$ cat src/rtl/drlw_ram.sv
// Generic single-port-write, single-port-read RAM with registered read data.
`default_nettype none
module drlw_ram #(
  parameter int WIDTH = 8,
  parameter int DEPTH = 64
) (
  input  wire logic                     clk,
  input  wire logic                     we,
  input  wire logic [$clog2(DEPTH)-1:0] waddr,
  input  wire logic [WIDTH-1:0]         wdata,
  input  wire logic                     re,
  input  wire logic [$clog2(DEPTH)-1:0] raddr,
  output logic      [WIDTH-1:0]         rdata
);

  logic [WIDTH-1:0] mem [DEPTH];

  always_ff @(posedge clk) begin
    if (we) begin
      mem[waddr] <= wdata;
    end
    if (re) begin
      rdata <= mem[raddr];
    end
  end

endmodule
`default_nettype wire

$ cat config.mk
export PLATFORM = sky130hd
export DESIGN_NAME = drlw_ram
export DESIGN_NICKNAME = d
export VERILOG_FILES = /design/src/rtl/drlw_ram.sv
export SDC_FILE = /design/constraint.sdc
export NUM_CORES = 1
export LEC_CHECK = 0
export BUFFER_PORTS_ARGS = -buffer_cell sky130_fd_sc_hd__buf_2
export CAP_MARGIN = 15
export CORE_ASPECT_RATIO = 0.6
export CORE_MARGIN = 2
export CORE_UTILIZATION = 56
export CTS_CLUSTER_DIAMETER = 150
export CTS_CLUSTER_SIZE = 10
export DETAILED_ROUTE_END_ITERATION = 12
export PLACE_DENSITY = 0.75
export SLEW_MARGIN = 20
export SYNTH_ARGS = -nofsm -noshare
export SYNTH_HDL_FRONTEND = slang
export SYNTH_SLANG_ARGS = --single-unit
export TNS_END_PERCENT = 10
$ cat constraint.sdc
create_clock -name clk -period 2.55 [get_ports clk]
set_input_delay 0.6375 -clock clk [delete_from_list [all_inputs] [get_ports clk]]
set_output_delay 0.6375 -clock clk [all_outputs]
set_load 0.01 [all_outputs]
==> run_results.csv <==
group,metric,value,unit
clock_tree,cts-buffers-inserted,57,
sta,worst_slack,0.323,ns
die,die-area,37700,um^2
hold_path,hold_class,"in2reg",
yosys,synth_top_cell_by_area,"edfxtp_1",
pwr,leakage,7.52,nW
die,start_util,57.4,%
route,highest_layer,"met5",
setup_path,crit_path_start_kind,"input port",
sta,tightest_slew,0.768,ns
finish,area_delta_synth_final,14.9,%
clock_tree,cts_tree,"yes",
clock_tree,cts_root_buffer,"clkbuf_16",
route,ant_nets,0,
yosys,synth_area,20200,um^2
global_routing,grt_pass1_wl,67.7,mm
global_routing,grt_pass1_vias,10093,
clock_tree,clkTransAtPathRegs,0.06,ns
finish,design_area,23300,um^2
finish,antenna_cells,0,
yosys,syn_avg_cell_area,21.5,um^2
sta,slew_headroom,48.8,%
die,core_area,35300,um^2
route,drcViolationCount,0,
yosys,ys.flop_type,"edfxtp_1",
pwr,p_total,17.4,mW
sta,drv_slew,0,
sta,hold_violations,0,
global_routing,track_usage,25.1,%
route,routed_wl,45.7,mm
place,gp_congestion,0.870,
global_routing,antenna_found_initial,1,
run,maxCapViolCount,0,
sta,hold_slack,0.446,ns
clock_tree,cts_num_sinks,520,
finish,fillers,2226,
die,ioPinCount,31,
setup_path,cp_max_fo,13,
yosys,synth_nets,963,
die,dieWidth,249,um
clock_tree,cts_setup_buffers,0,
global_routing,grt_start_max_net_pins,65,
die,fp-row-count,53,
clock_tree,clockBufferDepth,3,
clock_tree,cts_hold_buf,0,
global_routing,grt-ovfl-total,0,
place,placed_cell_area,21800,um^2
place,place_hpwl,29.2,mm
sta,rsz0062_at_grt,"no",
die,die_h,151,um
place,dpl.cell_count,1513,
sta,skew,0.00825,ns
yosys,synth_most_common_cell,"edfxtp_1",
finish,finalNonFillerCells,1573,
route,vias,10285,
yosys,yosys-top-cells-area,"edfxtp_1 (77%), mux4_2 (14%), nor2_1 (1.5%)",
finish,final_core_util,66.0,%
clock_tree,ctsResizeCount,0,
route,m1WireLength,20.1,mm
sta,setup_viol,0,
place,pre_cts_slack,-0.275,ns
yosys,yosysWarnings,0,
sta,fin_crit,2.23,ns
pwr,ir_worst_vdd,0.569,mV
finish,fin_nets,1128,
route,post_drt_wl_per_cell,29.0,um
pwr,p_per_area,748,nW/um^2
setup_path,cp_data_required_time,2.87,ns
route,initialDrtViolationCount,1430,
yosys,synth_cell_types,39,
yosys,synthCells,940,
sta,fin_setup_tns,0,ns
clock_tree,clkLatencyLatePin,0.58,ns
status,outcome,"complete, no violations",
route,dr_wl_met3,5.70,mm
yosys,synth_top_area_share,77.1,%
yosys,async_reset_ff_share,0,%
route,via_per_inst,6.54,
route,dr.pass1.iters,5,
sta,fmax,449,MHz
yosys,synth.yosys.seq_area_share,77.1,%
finish,drive_gt1_share,32.4,%
setup_path,critPathCaptureType,"register",
yosys,netlist_top_cells_count,"edfxtp_1 (520), mux4_2 (126), nor2_1 (83), mux2i_1 (23), nand2_1 (19)",
setup_path,arrival,2.54,ns
yosys,synth_edf_count,520,
setup_path,path_class,"in2reg",
yosys,ys_ff_latch,520,
sta,finalCritPeriodShare,87.3,%
place,port_buffers,30,
route,wl_met2,19.2,mm
clock_tree,cts_max_level,2,
state kept, by name, summed over array words and instances, names as in the netlist:
signal,count
mem,512
rdata,8
kinds of logic after synthesis:
kind of cell	synth area share, %
mux	15.9
flops	77.1
buf+inv	1.56
simple gates	3.37
compound gates	2.06
layer usage:
| metal | track usage (%) | vias to the layer above |
|---|---|---|
| met2 | 33.9 | 655 |
| met5 | 0 | - |
| met4 | 5.81 | 2 |
| met1 | 41.5 | 5339 |
| li1 | - | 4230 |
| met3 | 5.81 | 59 |
critical path: stages:
cell	delay [ns]
clkbuf_8	0.24
buf_4	0.27
buf_4	0.21
mux4_2	0.51
mux2i_1	0.30
a21oi_1	0.12
o21ai_1	0.14
o41ai_1	0.11
worst paths after layout:
path	slack [ns]	endpoint	startpoint	cells past startpoint
max	0.32	rdata[5]$_DFFE_PP_	raddr[0]	8
min	0.45	rdata[4]$_DFFE_PP_	re	1
max reg2reg	0.49	rdata[4]$_DFFE_PP_	mem[24][4]$_DFFE_PP_	5
min reg2reg	0.97	rdata[4]$_DFFE_PP_	mem[30][4]$_DFFE_PP_	3
final cells by class:
class                           instances  area (um^2)  area share, %
Tap cell                              467          584           2.51
Timing Repair Buffer                  157         1270           5.45
Sequential cell                       520        15600           67.1
Clock inverter                          1         8.76         0.0376
Clock buffer                           59         1480           6.35
Multi-Input combinational cell        369         4320           18.5
where the power goes:
group	switching, mW	internal, mW
sequential	0.0264	9.49
combinational	0.556	0.391
clock	2.94	4.02
cell usage in the layout, fill, tap and decap left out, types with 3 or more instances in the layout:
master	synthesis	layout
edfxtp_1	520	520
mux4_2	126	126
buf_4	13	117
nor2_1	83	83
clkbuf_16	0	59
buf_2	11	27
mux2i_1	23	23
nand2_1	19	19
nor2b_1	14	14
mux2_2	13	13
nand3_1	13	13
buf_12	2	12
o221ai_1	8	8
o22ai_1	8	8
nand2b_1	7	7
nor3_1	7	7
a221oi_1	6	6
a211oi_1	4	4
nand3b_1	3	3
a21oi_1	3	3
a22oi_1	3	3
o2111ai_1	3	3
o2bb2ai_1	3	3
Power figures use the tool's default switching activity.
