**src/rtl/drlw_pkg.sv**
```systemverilog
// Package: field widths, entry layouts, operation codes and sequencer states for the walk unit.
`default_nettype none
package drlw_pkg;

  localparam int OP_W        = 2;
  localparam int ADDR_W      = 17;
  localparam int LETTER_W    = 5;
  localparam int CHILD_W     = 16;
  localparam int START_W     = 17;
  localparam int COUNT_W     = 20;
  localparam int WORD_ID_W   = 20;
  localparam int EIDX_W      = START_W + 1;
  localparam int SCAN_W      = 5;

  localparam int DEF_EDGE_DEPTH  = 131072;
  localparam int DEF_STATE_DEPTH = 65536;
  localparam int DEF_ID_BITS     = 20;

  localparam logic [LETTER_W-1:0] LETTER_LAST = 5'd25;
  localparam logic [SCAN_W-1:0]   SCAN_LAST   = 5'd25;

  typedef enum logic [OP_W-1:0] {
    OP_EDGE_WR  = 2'd0,
    OP_STATE_WR = 2'd1,
    OP_WALK_RST = 2'd2,
    OP_STEP     = 2'd3
  } op_t;

  typedef enum logic [1:0] {
    S_IDLE,
    S_STATE,
    S_SCAN
  } walk_fsm_t;

  typedef struct packed {
    logic                end_of_list;
    logic                end_of_word;
    logic [CHILD_W-1:0]  child;
    logic [LETTER_W-1:0] letter;
  } edge_t;

  typedef struct packed {
    logic               has_edges;
    logic [COUNT_W-1:0] word_count;
    logic [START_W-1:0] edge_start;
  } state_t;

  localparam int EDGE_W  = $bits(edge_t);
  localparam int STATE_W = $bits(state_t);

endpackage
`default_nettype wire

```
**src/rtl/drlw_walk_ctrl.sv**
```systemverilog
// Walk sequencer: table writes, walk reset and the edge-list scan over the two RAMs.
`default_nettype none
module drlw_walk_ctrl
  import drlw_pkg::*;
#(
  parameter int EDGE_DEPTH  = DEF_EDGE_DEPTH,
  parameter int STATE_DEPTH = DEF_STATE_DEPTH,
  parameter int ID_BITS     = DEF_ID_BITS
) (
  input  wire logic                           clk,
  input  wire logic                           rst_n,
  input  wire logic                           start,
  output logic                                busy,
  input  wire logic [OP_W-1:0]                in_operation,
  input  wire logic [ADDR_W-1:0]              in_address,
  input  wire logic [LETTER_W-1:0]            in_edge_letter,
  input  wire logic [CHILD_W-1:0]             in_edge_child,
  input  wire logic                           in_edge_end_of_word,
  input  wire logic                           in_edge_end_of_list,
  input  wire logic [START_W-1:0]             in_state_edge_start,
  input  wire logic [COUNT_W-1:0]             in_state_word_count,
  input  wire logic                           in_state_has_edges,
  input  wire logic [LETTER_W-1:0]            in_letter,
  input  wire logic [CHILD_W-1:0]             root_state,
  output logic                                e_we,
  output logic [$clog2(EDGE_DEPTH)-1:0]       e_waddr,
  output logic [EDGE_W-1:0]                   e_wdata,
  output logic                                e_re,
  output logic [$clog2(EDGE_DEPTH)-1:0]       e_raddr,
  input  wire logic [EDGE_W-1:0]              e_rdata,
  output logic                                s_we,
  output logic [$clog2(STATE_DEPTH)-1:0]      s_waddr,
  output logic [STATE_W-1:0]                  s_wdata,
  output logic                                s_re,
  output logic [$clog2(STATE_DEPTH)-1:0]      s_raddr,
  input  wire logic [STATE_W-1:0]             s_rdata,
  output logic                                out_valid,
  output logic                                out_is_word,
  output logic [ID_BITS-1:0]                  out_id,
  output logic                                out_live
);

  localparam int EA_W = $clog2(EDGE_DEPTH);
  localparam int SA_W = $clog2(STATE_DEPTH);

  walk_fsm_t           fsm_r, fsm_nxt;
  logic [LETTER_W-1:0] letter_r, letter_nxt;
  logic [EIDX_W-1:0]   edge_idx_r, edge_idx_nxt;
  logic [SCAN_W-1:0]   scan_n_r, scan_n_nxt;
  logic [ID_BITS-1:0]  base_r, base_nxt;
  logic                prev_eow_r, prev_eow_nxt;
  logic                have_child_r, have_child_nxt;
  logic                s_oob_r, s_oob_nxt;
  logic [CHILD_W-1:0]  cur_state_r, cur_state_nxt;
  logic [ID_BITS-1:0]  rank_r, rank_nxt;
  logic                live_r, live_nxt;
  logic                out_valid_r, out_valid_nxt;
  logic                out_is_word_r, out_is_word_nxt;
  logic [ID_BITS-1:0]  out_id_r, out_id_nxt;
  logic                out_live_r, out_live_nxt;

  logic                accept;
  op_t                 op;
  edge_t               e;
  edge_t               e_new;
  state_t              st;
  state_t              st_new;
  logic [31:0]         in_addr32, cur32, child32, start32, eidx_next32, cnt32;
  logic [EIDX_W-1:0]   idx_next;
  logic [ID_BITS-1:0]  cnt_rank;
  logic [ID_BITS-1:0]  base_eff;
  logic                letter_hit;

  assign accept     = start && (fsm_r == S_IDLE);
  assign busy       = (fsm_r != S_IDLE);
  assign op         = op_t'(in_operation);
  assign e          = edge_t'(e_rdata);
  assign st         = s_oob_r ? '0 : state_t'(s_rdata);
  assign idx_next   = edge_idx_r + EIDX_W'(1);
  assign in_addr32  = 32'(in_address);
  assign cur32      = 32'(cur_state_r);
  assign child32    = 32'(e.child);
  assign start32    = 32'(st.edge_start);
  assign eidx_next32 = 32'(idx_next);
  assign cnt32      = 32'(st.word_count);
  assign cnt_rank   = cnt32[ID_BITS-1:0];
  assign base_eff   = have_child_r ? (base_r + ID_BITS'(prev_eow_r) + cnt_rank) : base_r;
  assign letter_hit = (letter_r <= LETTER_LAST) && (e.letter == letter_r);

  always_comb begin
    e_new.end_of_list = in_edge_end_of_list;
    e_new.end_of_word = in_edge_end_of_word;
    e_new.child       = in_edge_child;
    e_new.letter      = in_edge_letter;
    st_new.has_edges  = in_state_has_edges;
    st_new.word_count = in_state_word_count;
    st_new.edge_start = in_state_edge_start;
  end

  assign e_waddr = in_addr32[EA_W-1:0];
  assign e_wdata = e_new;
  assign s_waddr = in_addr32[SA_W-1:0];
  assign s_wdata = st_new;

  always_ff @(posedge clk) begin
    if (!rst_n) begin
      fsm_r       <= S_IDLE;
      cur_state_r <= '0;
      rank_r      <= '0;
      live_r      <= 1'b0;
      out_valid_r <= 1'b0;
    end else begin
      fsm_r       <= fsm_nxt;
      cur_state_r <= cur_state_nxt;
      rank_r      <= rank_nxt;
      live_r      <= live_nxt;
      out_valid_r <= out_valid_nxt;
    end
  end

  always_ff @(posedge clk) begin
    letter_r      <= letter_nxt;
    edge_idx_r    <= edge_idx_nxt;
    scan_n_r      <= scan_n_nxt;
    base_r        <= base_nxt;
    prev_eow_r    <= prev_eow_nxt;
    have_child_r  <= have_child_nxt;
    s_oob_r       <= s_oob_nxt;
    out_is_word_r <= out_is_word_nxt;
    out_id_r      <= out_id_nxt;
    out_live_r    <= out_live_nxt;
  end

  always_comb begin
    fsm_nxt         = fsm_r;
    letter_nxt      = letter_r;
    edge_idx_nxt    = edge_idx_r;
    scan_n_nxt      = scan_n_r;
    base_nxt        = base_r;
    prev_eow_nxt    = prev_eow_r;
    have_child_nxt  = have_child_r;
    s_oob_nxt       = s_oob_r;
    cur_state_nxt   = cur_state_r;
    rank_nxt        = rank_r;
    live_nxt        = live_r;
    out_valid_nxt   = 1'b0;
    out_is_word_nxt = out_is_word_r;
    out_id_nxt      = out_id_r;
    out_live_nxt    = out_live_r;
    e_we            = 1'b0;
    e_re            = 1'b0;
    e_raddr         = start32[EA_W-1:0];
    s_we            = 1'b0;
    s_re            = 1'b0;
    s_raddr         = cur32[SA_W-1:0];

    case (fsm_r)
      S_IDLE: begin
        if (accept) begin
          case (op)
            OP_EDGE_WR: begin
              e_we            = (in_addr32 < 32'(EDGE_DEPTH));
              out_valid_nxt   = 1'b1;
              out_is_word_nxt = 1'b0;
              out_id_nxt      = '0;
              out_live_nxt    = live_r;
            end
            OP_STATE_WR: begin
              s_we            = (in_addr32 < 32'(STATE_DEPTH));
              out_valid_nxt   = 1'b1;
              out_is_word_nxt = 1'b0;
              out_id_nxt      = '0;
              out_live_nxt    = live_r;
            end
            OP_WALK_RST: begin
              cur_state_nxt   = root_state;
              rank_nxt        = '0;
              live_nxt        = 1'b1;
              out_valid_nxt   = 1'b1;
              out_is_word_nxt = 1'b0;
              out_id_nxt      = '0;
              out_live_nxt    = 1'b1;
            end
            OP_STEP: begin
              if (!live_r) begin
                out_valid_nxt   = 1'b1;
                out_is_word_nxt = 1'b0;
                out_id_nxt      = '0;
                out_live_nxt    = 1'b0;
              end else begin
                s_re       = (cur32 < 32'(STATE_DEPTH));
                s_oob_nxt  = !(cur32 < 32'(STATE_DEPTH));
                letter_nxt = in_letter;
                fsm_nxt    = S_STATE;
              end
            end
            default: begin
            end
          endcase
        end
      end

      S_STATE: begin
        if (!st.has_edges || !(start32 < 32'(EDGE_DEPTH))) begin
          live_nxt        = 1'b0;
          out_valid_nxt   = 1'b1;
          out_is_word_nxt = 1'b0;
          out_id_nxt      = '0;
          out_live_nxt    = 1'b0;
          fsm_nxt         = S_IDLE;
        end else begin
          e_re           = 1'b1;
          e_raddr        = start32[EA_W-1:0];
          edge_idx_nxt   = {1'b0, st.edge_start};
          scan_n_nxt     = '0;
          base_nxt       = rank_r;
          have_child_nxt = 1'b0;
          fsm_nxt        = S_SCAN;
        end
      end

      S_SCAN: begin
        if (letter_hit) begin
          cur_state_nxt   = e.child;
          rank_nxt        = base_eff + ID_BITS'(e.end_of_word);
          out_valid_nxt   = 1'b1;
          out_is_word_nxt = e.end_of_word;
          out_id_nxt      = e.end_of_word ? base_eff : '0;
          out_live_nxt    = 1'b1;
          fsm_nxt         = S_IDLE;
        end else if (e.end_of_list || (scan_n_r == SCAN_LAST) ||
                     !(eidx_next32 < 32'(EDGE_DEPTH))) begin
          live_nxt        = 1'b0;
          out_valid_nxt   = 1'b1;
          out_is_word_nxt = 1'b0;
          out_id_nxt      = '0;
          out_live_nxt    = 1'b0;
          fsm_nxt         = S_IDLE;
        end else begin
          base_nxt       = base_eff;
          prev_eow_nxt   = e.end_of_word;
          have_child_nxt = 1'b1;
          s_re           = (child32 < 32'(STATE_DEPTH));
          s_oob_nxt      = !(child32 < 32'(STATE_DEPTH));
          s_raddr        = child32[SA_W-1:0];
          e_re           = 1'b1;
          e_raddr        = eidx_next32[EA_W-1:0];
          edge_idx_nxt   = idx_next;
          scan_n_nxt     = scan_n_r + SCAN_W'(1);
        end
      end

      default: begin
        fsm_nxt = S_IDLE;
      end
    endcase
  end

  assign out_valid   = out_valid_r;
  assign out_is_word = out_is_word_r;
  assign out_id      = out_id_r;
  assign out_live    = out_live_r;

  a_done_strobe: assert property (@(posedge clk) disable iff (!rst_n)
    $fell(busy) |-> out_valid_r)
    else $error("walk finished without a result transfer");

  a_word_is_live: assert property (@(posedge clk) disable iff (!rst_n)
    (out_valid_r && out_is_word_r) |-> out_live_r)
    else $error("word reported on a dead walk");

  a_id_zero: assert property (@(posedge clk) disable iff (!rst_n)
    (out_valid_r && !out_is_word_r) |-> (out_id_r == '0))
    else $error("nonzero word id without a word");

  a_dead_step: assert property (@(posedge clk) disable iff (!rst_n)
    (accept && (op == OP_STEP) && !live_r) |=> (out_valid_r && !out_live_r && !busy))
    else $error("step on a dead walk not answered at once");

  a_scan_bound: assert property (@(posedge clk) disable iff (!rst_n)
    (fsm_r == S_SCAN) |-> (scan_n_r <= SCAN_LAST))
    else $error("edge scan ran past its limit");

endmodule
`default_nettype wire
```
**config.mk**
```make
export PLATFORM = sky130hd
export DESIGN_NAME = drlw_walk_ctrl
export DESIGN_NICKNAME = d
export VERILOG_FILES = /design/src/rtl/drlw_pkg.sv /design/src/rtl/drlw_walk_ctrl.sv
export SDC_FILE = /design/constraint.sdc
export NUM_CORES = 1
export LEC_CHECK = 0
export BUFFER_PORTS_ARGS = -buffer_cell sky130_fd_sc_hd__clkbuf_2
export CORE_ASPECT_RATIO = 0.9
export CORE_MARGIN = 3
export CORE_UTILIZATION = 49
export DETAILED_ROUTE_END_ITERATION = 10
export GPL_TIMING_DRIVEN = 0
export PLACE_DENSITY = 0.81
export SLEW_MARGIN = 10
export SYNTH_ARGS = -nofsm -noshare
export SYNTH_HDL_FRONTEND = slang
export SYNTH_SLANG_ARGS = --single-unit
```
**constraint.sdc**
```tcl
create_clock -name clk -period 5.4 [get_ports clk]
set_clock_uncertainty 0.2 [all_clocks]
set_input_delay 1.08 -clock clk [delete_from_list [all_inputs] [get_ports clk]]
set_output_delay 1.08 -clock clk [all_outputs]
set_load 0.01 [all_outputs]
```
==> results of run 1 <==
==> flip-flops by register name, indices dropped and copies added, names as in the netlist, 2 cells and up <==
signal / flops
fsm_r: 2
letter_r: 5
base_r: 20
edge_idx_r: 18
out_id: 20
scan_n_r: 5
rank_r: 20
cur_state_r: 16
==> metal layers <==
layer	vias to the layer above	wire, um	track usage	part of all wire
li1	3556	-	-	-
met2	284	10600	0.399	0.49
met5	-	0	0	0
met3	17	1560	0.0550	0.072
met1	3321	9190	0.320	0.43
met4	0	233	0.0569	0.011
==> stage by stage <==
step                      setup WS [ns]  TNS (ns)
after global routing              0.216         0
after detailed placement          0.339         0
after global placement           -0.526    -22.13
final                             0.544         0
after floorplan                   0.716         0
after CTS                         0.198         0
==> repair_timing <==
item,in CTS,in global routing
hold buffers,0,0
buffers inserted,0,0
endpoints found under the setup margin,0,8
==> cells by family after synthesis <==
kind of cell    share of synthesized area
simple gates                        0.201
compound gates                      0.161
buf+inv                             0.125
flops                               0.384
xor+xnor                           0.0442
fa+ha+maj                          0.0489
mux                                0.0369
==> path summary, 6_finish.rpt <==
check	from	end	slack (ns)
setup / recovery	edge_idx_r[3]$_DFFE_PP_	s_raddr[10]	0.54
setup reg to reg	base_r[0]$_DFFE_PP_	rank_r[19]$_SDFFE_PN0P_	1.07
hold / removal	rank_r[14]$_SDFFE_PN0P_	rank_r[14]$_SDFFE_PN0P_	0.26
hold reg to reg	rank_r[14]$_SDFFE_PN0P_	rank_r[14]$_SDFFE_PN0P_	0.26
==> power groups by stage <==
stage / registers (mW) / logic, mW / clock network (mW)
finish: 0.938 / 0.365 / 0.700
CTS: 0.938 / 0.365 / 0.717
global placement: 0.958 / 0.354 / 0
floorplan: 0.961 / 0.219 / 0
detailed placement: 0.957 / 0.363 / 0
global route: 0.940 / 0.401 / 0.747
==> worst max-delay path, delay by kind of cell, from the launching register on <==
kind	cells	cell delay (ns)
buffers and inverters	2	0.80
AND/OR/NAND/NOR	7	1.75
flip-flops	1	0.44
XOR/XNOR	1	0.22
==> layout make-up <==
cell class | count | area (um2)
fillers | 1299 | 5540
multi-input cells | 612 | 3810
flip-flops and latches | 112 | 2960
repair buffers | 245 | 1250
plain buffers | 134 | 870
well taps | 198 | 248
clock buffers | 10 | 239
inverters | 24 | 90.1
clock inverters | 6 | 73.8
==> cells in the final DEF, fill, tap and decap left out, types with 26 or more instances in the layout <==
master	count
clkbuf_2	242
nand2_1	115
buf_4	97
nor2_1	87
edfxtp_1	72
a21oi_1	59
dfxtp_1	40
o21ai_0	33
clkbuf_1	33
ha_1	27
nand3_1	26
==> key figures, run 1 <==
CTS
  – H-tree depth: 3
  – Clk root buf: clkbuf_16
  – Worst-skew pair later-pin latency: 0.36 ns
  – Cts repair resizes: 0
  – TritonCTS Buffers: 9
  – # clock sinks: 112
  – Clock transition at path regs: approximately 0.070 ns
  – Max Buffers Root-to-Sink: 2
  – CTS tree: built

Floorplan
  – Boundary pin count: 320
  – Floorplan row count: 42
  – Die H: roughly 130 um
  – DIE AREA: 0.0173 mm2
  – Starting density of the core: 0.512
  – Width of the die: 138 um
  – Core Box Area: 0.0151 mm2

Timing
  – Final hold vios: 0
  – Final Max Tran Viols: 0
  – Final setup viols: 0
  – Fmax: 206 MHz
  – Hold slack: 0.261 ns
  – Slew HR: 0.318
  – Tcrit/Tclk final: 0.899
  – Unrepaired setup endpoints after global routing: no
  – Actual slew at the worst max-slew pin: 1.02 ns
  – Fin crit period: 4.86 ns

Logic synthesis
  – Number of flops mapped to enable cells by yosys: 72
  – Most instantiated cells after synthesis: 115 x nand2_1, 95 x buf_4, 88 x nor2_1, 72 x edfxtp_1, 59 x a21oi_1
  – Register area share after synthesis: 0.384
  – Synth warn: 0
  – Area leader, netlist: edfxtp_1
  – Synth cell types: 71
  – Synth top area share: 0.280
  – Post-synth ARST share: 0
  – Area contributors post-synth: edfxtp_1 28%, dfxtp_1 10%, buf_4 9.2%, nand2_1 5.6%, ha_1 4.4%
  – Synthesized area per cell: 8.75 um2
  – Mapped Cells: 883
  – Yosys reg bits: 112
  – Mapped Area: slightly below 0.008 mm2
  – Cell with the most instances after synthesis: nand2_1
  – Main synth FF type: edfxtp_1
  – Net Count, Synth: 1077

Drt
  – Routed len/inst: 16.1 um
  – DRC Markers: 0
  – 1st-iter DRT viols: between 400 and 500
  – Post-Route WL: 21600 um
  – Final ANT Viol Nets: 0
  – Drt first pass iters: 6
  – Vias: 7178
  – Via/cell ratio: 5.35

Critical path
  – Cell with the largest stage delay on the worst path: clkinv_1
  – R2r worst-path depth: 12
  – Critical path start-end classification: register to output pin
  – CP endpoint kind: output pin
  – Critical Path RT: 4.12 ns
  – Startpoint types: register
  – CP dominant cell by count: nand2_1
  – Crit path DAT: between 3 and 4 ns
  – Critical Path Max Stage Delay: ~0.65 ns
  – Crit path max fanout: 19
  – Critical path cell sequence: and4_1 > nand4_1 > nor3_1 > nand3_1 > xor2_1 > nand4b_1 > clkinv_1 > nand2_1 > nand2_1 > clkbuf_2

GRT
  – Vias in the first global route: between 6k and 7k
  – Grt ovf: 0
  – Largest net degree at the start of global routing: 29
  – First-pass GRT wire length: 34400 um
  – Total track usage: 0.240
  – Initial antenna violation count: 0

Finish
  – Antenna fix cells: 0
  – Post-Layout Cell Count: 1341
  – Layout cells sized above 1: 0.328
  – Post-route cell area: 0.00954 mm2
  – Post-layout util: 0.632
  – Area growth, synth to finish: 23.5%
  – Final net count: 1332

Power
  – Clock network power share: 0.349
  – Total power: between 2 and 2.5 mW
  – Fraction of power spent switching nets: 0.262
  – Logic pwr share: 0.182
  – Switch Pwr: 0.525 mW
  – Pwr/cell area: approximately 210 mW/mm2
  – Internal power: roughly 1.5 mW
  – Lkg Pwr: 4.25 nW
  – Flop pwr share: 0.468
  – Maximum VDD drop: 0.169 mV

Place
  – Port bufs: 242
  – DP Area: 0.00923 mm2
  – GP Congestion: 0.889
  – DP HPWL: 17400 um
  – DP Cell Count: 1326

Min path
  – Worst Hold Depth: 2
  – Hold WC Path Type: register to register

Outcome
  – Status: finished clean

Run
  – Max-Cap Viols: 0
Note: power is estimated with default switching activity, not from simulation.
==> run 2, diff against run 1 <==
- CORE_UTILIZATION: 49 -> 50
- CTS_BUF_LIST: not set -> sky130_fd_sc_hd__clkbuf_4 sky130_fd_sc_hd__clkbuf_8
- PLACE_DENSITY: 0.81 -> 0.83
==> run 2 against run 1 <==
Fmax decreased by 3.4%. Final area fell by 0.88%. Count of clock-buffer cells in the layout fell by 1. Die area is 1.9% lower. Flip-flop and latch count unchanged. Combinational power barely moved. Non-clock buffer count stayed put. Critical path type unchanged.
==> key figures, run 2 (synthesis gave the netlist of run 1 again) <==
Run
  – Max-Cap Viols: 0

Floorplan
  – Die H: 124 um
  – Core Box Area: 0.0149 mm2
  – Width of the die: approximately 140 um
  – Floorplan row count: 42
  – DIE AREA: 0.0170 mm2
  – Boundary pin count: 320
  – Starting density of the core: 0.518

Critical path
  – RR Endpoint: out_id[0]$_SDFFCE_PN0P_
  – R2r worst-path depth: 9
  – Startpoint types: register
  – Internal reg-to-reg setup slack: 0.94 ns
  – Cell with the largest stage delay on the worst path: nor3_1
  – Critical Path RT: a little over 4 ns
  – CP endpoint kind: output pin
  – Critical Path Max Stage Delay: 0.51 ns
  – WP buf/inv: 2
  – Crit path max fanout: 10
  – Crit path DAT: 3.75 ns
  – Critical path cell sequence: and4_1 > nand4_1 > nor3_1 > nand3_1 > xor2_1 > nand4b_1 > clkbuf_1 > a21boi_0 > clkbuf_2
  – WP depth: 9
  – Cell family with most CP delay: simple AND/OR/NAND/NOR gates
  – Critical path start-end classification: register to output pin
  – FF-to-FF Start: edge_idx_r[3]$_DFFE_PP_

Place
  – GP Congestion: 0.880
  – Port bufs: 242
  – DP Area: 0.00924 mm2
  – DP HPWL: approximately 17000 um

Power
  – Total power: 1.86 mW
  – Lkg Pwr: 4.21 nW
  – Maximum VDD drop: approximately 0.13 mV
  – Pwr/cell area: 197 mW/mm2

Finish
  – Commonest non-fill, non-tap cell in the layout: clkbuf_2
  – Final net count: 1332
  – Area growth, synth to finish: 22.4%
  – Fill cells: 1272
  – Post-route cell area: 0.00946 mm2
  – Antenna fix cells: 0
  – Layout cells sized above 1: 0.327
  – Commonest non-fill, non-tap cells in the layout: 242 x clkbuf_2, 115 x nand2_1, 96 x buf_4

Timing
  – Final Max Tran Viols: 0
  – Final setup viols: 0
  – Unrepaired setup endpoints after global routing: no
  – Fin crit period: just over 5 ns
  – Hold slack: 0.265 ns
  – Setup TNS: 0 ns
  – Fmax: 199 MHz
  – Final hold vios: 0
  – Slew HR: 0.281
  – Tcrit/Tclk final: 0.931
  – Actual slew at the worst max-slew pin: ~1.1 ns

GRT
  – First-pass GRT wire length: 33000 um
  – Vias in the first global route: a little under 7k
  – Initial antenna violation count: 0
  – Largest net degree at the start of global routing: 25
  – Grt ovf: 0
  – Total track usage: 0.244

Drt
  – Post-Route WL: about 21000 um
  – Vias: 7209
  – Final ANT Viol Nets: 0
  – Routed len/inst: approximately 16 um
  – DRC Markers: 0
  – 1st-iter DRT viols: 386
  – Drt first pass iters: 5
  – Via/cell ratio: 5.38

CTS
  – Clk root buf: clkbuf_8
  – Worst-skew pair later-pin latency: ~0.4 ns
  – TritonCTS Buffers: 9
  – # clock sinks: roughly 110
  – Post-CTS setup buffer count: 0
  – CTS Hold Bufs: 0
  – Clock transition at path regs: 0.11 ns
  – Cts repair resizes: 0
  – CTS tree: built
  – H-tree depth: 3
  – Max Buffers Root-to-Sink: 2

Min path
  – Worst Hold Endpoint: rank_r[12]$_SDFFE_PN0P_
  – Hold WC Path Type: register to register
  – Worst Hold Depth: 2
  – Worst Hold Launch: rank_r[12]$_SDFFE_PN0P_

Outcome
  – Status: finished clean
run 2: layout make-up:
| cell class | instances | area [um2] | share of cell area |
|---|---|---|---|
| multi-input combinational | 612 | 3810 | 0.403 |
| sequential | 112 | 2960 | 0.313 |
| buffer | 134 | 870 | 0.0920 |
| inverter | 24 | 90.1 | 0.00953 |
| clock inverter | 7 | 93.8 | 0.00992 |
| clock buffer | 9 | 124 | 0.0131 |
| timing repair buffer | 245 | 1260 | 0.133 |
| tap | 198 | 248 | 0.0262 |
run 2: worst min-delay path, stage by stage, from the launching register on:
cell	delay, ns
dfxtp_1	0.34
nand2_1	0.04
o21ai_0	0.05
run 2: worst max-delay path by stage:
stage	start	to	slack (ns)
5_1_grt	edge_idx_r[3]$_DFFE_PP_	e_re	0.05
2_1_floorplan	s_rdata[17]	rank_r[19]$_SDFFE_PN0P_	0.72
3_5_place_dp	s_rdata[17]	rank_r[19]$_SDFFE_PN0P_	0.35
3_3_place_gp	edge_idx_r[3]$_DFFE_PP_	out_id[15]$_SDFFCE_PN0P_	-0.66
6_report	edge_idx_r[3]$_DFFE_PP_	e_re	0.37
4_1_cts	edge_idx_r[3]$_DFFE_PP_	e_raddr[1]	0.09
run 2: layer usage:
layer	track usage	wire [um]	vias to the layer above	part of all wire
li1	-	-	3556	-
met1	0.326	8830	3327	0.41
met2	0.408	10500	310	0.49
met3	0.0574	1830	16	0.086
met4	0.0461	168	0	0.0079
met5	0	0	-	0
run 2: metrics by stage:
step / cells / util / setup WS, ns
floorplan: 883 / - / 0.716
global placement: 1323 / 0.615 / -0.655
detailed placement: 1326 / 0.619 / 0.353
CTS: 1342 / 0.634 / 0.0875
global route: 1341 / 0.634 / 0.0548
finish: 1341 / 0.634 / 0.371
run 2: report_power, final:
part / total, mW / leakage [nW] / internal (mW) / switching [mW]
clock network: 0.560 / 0.107 / 0.262 / 0.298
logic: 0.363 / 3.10 / 0.172 / 0.191
registers: 0.938 / 1.01 / 0.928 / 0.0102
==> run 3, diff against run 2 <==
- BUFFER_PORTS_ARGS: -buffer_cell sky130_fd_sc_hd__clkbuf_2 -> not set
- CORE_AREA: not set -> 3 3 125 127
- CORE_ASPECT_RATIO: 0.9 -> not set
- CORE_MARGIN: 3 -> not set
- CORE_UTILIZATION: 50 -> not set
- DIE_AREA: not set -> 0 0 128 130
- DONT_BUFFER_PORTS: not set -> 1
- PLACE_DENSITY: 0.83 -> 0.67
==> run 3 against run 2 <==
Non-clock buffer count fell by 238. Global-route usage shrank 0.76 points. Sequential share of layout area grew 4.8 points. Clock power is 16% lower. Critical path depth increased by 3. Flip-flop and latch count stayed put. Highest routed layer unchanged. Combinational power shrank 26%. Largest power group unchanged. Total power is 9.7% lower. Register-to-register slack improved by 0.02 ns. Wire length fell by 2.6%. Worst hold slack improved by 0.0030 ns.
==> key figures, run 3 (synthesis gave the netlist of run 1 again) <==
CTS
  – Max Buffers Root-to-Sink: 2
  – Clock transition at path regs: 0.11 ns
  – CTS tree: built
  – Worst-skew pair later-pin latency: 0.39 ns
  – H-tree depth: 3
  – Clk root buf: clkbuf_8
  – TritonCTS Buffers: 9
  – # clock sinks: 112
  – CTS Hold Bufs: 0

Finish
  – Commonest non-fill, non-tap cells in the layout: 115 x nand2_1, 99 x buf_4, 87 x nor2_1
  – Post-route cell area: 0.00820 mm2
  – Commonest non-fill, non-tap cell in the layout: nand2_1
  – Final net count: 1094
  – Antenna fix cells: 0
  – Fill cells: about 1.3k
  – Layout cells sized above 1: 0.149
  – Register area: between 0.002 and 0.003 mm2
  – Area growth, synth to finish: 6.17%
  – Area of the multi-input gates: 0.00381 mm2

Timing
  – Fmax: 212 MHz
  – Final Max Tran Viols: 0
  – Fin crit period: 4.71 ns
  – Actual slew at the worst max-slew pin: 0.956 ns
  – Final hold vios: 0
  – Slew HR: 0.359
  – Unrepaired setup endpoints after global routing: no
  – Final setup viols: 0
  – PnR worst setup slack: around 0.7 ns
  – Setup TNS: 0 ns
  – Tcrit/Tclk final: 0.873

Drt
  – Post-Route WL: 20700 um
  – Final ANT Viol Nets: 0
  – DRC Markers: 0
  – Vias: 6363
  – 1st-iter DRT viols: 523
  – Drt first pass iters: 5
  – Via/cell ratio: approximately 6
  – Routed len/inst: 19.0 um

Floorplan
  – DIE AREA: about 0.017 mm2
  – Core Box Area: 0.0145 mm2
  – Die H: 130 um
  – Boundary pin count: 320
  – Floorplan row count: 44
  – Width of the die: 128 um
  – Starting density of the core: 0.531

Power
  – Maximum VDD drop: 0.157 mV
  – Lkg Pwr: 3.20 nW
  – Pwr/cell area: 205 mW/mm2
  – Total power: about 1.7 mW

GRT
  – Routing usage on met3: 0.0430
  – Total track usage: 0.236
  – Layer with the highest usage: met2
  – Grt ovf: 0
  – Largest net degree at the start of global routing: 30
  – Initial antenna violation count: 0
  – Vias in the first global route: 6069
  – Met1 Track Usage GR: 0.314
  – GR Util met2: 0.395
  – First-pass GRT wire length: 31400 um

Place
  – Port bufs: 0
  – GP Congestion: 0.889
  – DP Area: 0.00801 mm2
  – Pre-CTS WS: between 0.2 and 0.3 ns
  – DP HPWL: 16400 um

Outcome
  – Status: finished clean

Min path
  – Hold WC Path Type: register to register
  – Worst Hold Launch: rank_r[16]$_SDFFE_PN0P_
  – Worst Hold Depth: 2

Run
  – Max-Cap Viols: 0

Critical path
  – Startpoint types: input pin
  – Setup crit start: s_rdata[17]
  – R2r worst-path depth: 12
  – Internal reg-to-reg setup slack: 0.96 ns
  – FF-to-FF Start: base_r[0]$_DFFE_PP_
  – Critical path start-end classification: input pin to register
  – Critical Path RT: ~5.5 ns
  – CP endpoint kind: register
  – Crit path max fanout: 5
  – Crit path DAT: 4.81 ns
==> run 3: worst max-delay path: stages <==
cell and delay [ns]:
fa_1 0.24, inv_1 0.07, fa_1 0.44, nor2b_1 0.19, o2111ai_1 0.29, a211oi_1 0.50
or4_1 0.18, a31oi_1 0.21, or2_2 0.39, or4_4 0.54, or4_1 0.42, a32o_1 0.25
==> run 3: final cells by class <==
type / count / share of cell area
multi-input cells: 612 / 0.465
flip-flops and latches: 112 / 0.361
plain buffers: 135 / 0.106
well taps: 184 / 0.0281
clock buffers: 12 / 0.0186
inverters: 24 / 0.0110
repair buffers: 6 / 0.00748
clock inverters: 4 / 0.00244
==> run 3: repair_timing <==
item / CTS / global route
gates resized for setup: 0 / 0
endpoints found under the setup margin: 0 / 9
buffers inserted: 0 / 3
==> run 3: stage by stage <==
stage,std cells,hold WS [ns],util
2_1_floorplan,883,0.221,-
3_3_place_gp,1067,0.234,0.547
3_5_place_dp,1070,0.253,0.551
4_1_cts,1086,0.271,0.563
5_1_grt,1089,0.292,0.564
6_report,1089,0.268,0.564
==> run 3: worst paths after layout <==
path	to
max	rank_r[19]$_SDFFE_PN0P_
min	rank_r[16]$_SDFFE_PN0P_
max reg2reg	rank_r[19]$_SDFFE_PN0P_
min reg2reg	rank_r[16]$_SDFFE_PN0P_
==> run 3: per-layer routing <==
| layer | wire length [um] | vias to the layer above |
|---|---|---|
| met5 | 0 | - |
| met4 | 244 | 0 |
| met3 | 1510 | 18 |
| met2 | 10200 | 293 |
| met1 | 8750 | 2968 |
| li1 | - | 3084 |
==> run 3: report_power, final <==
part	switching [mW]	total [mW]	internal [mW]
sequential	0.0166	0.945	0.929
combinational	0.156	0.269	0.113
clock	0.279	0.468	0.189
total	0.451	1.68	1.23
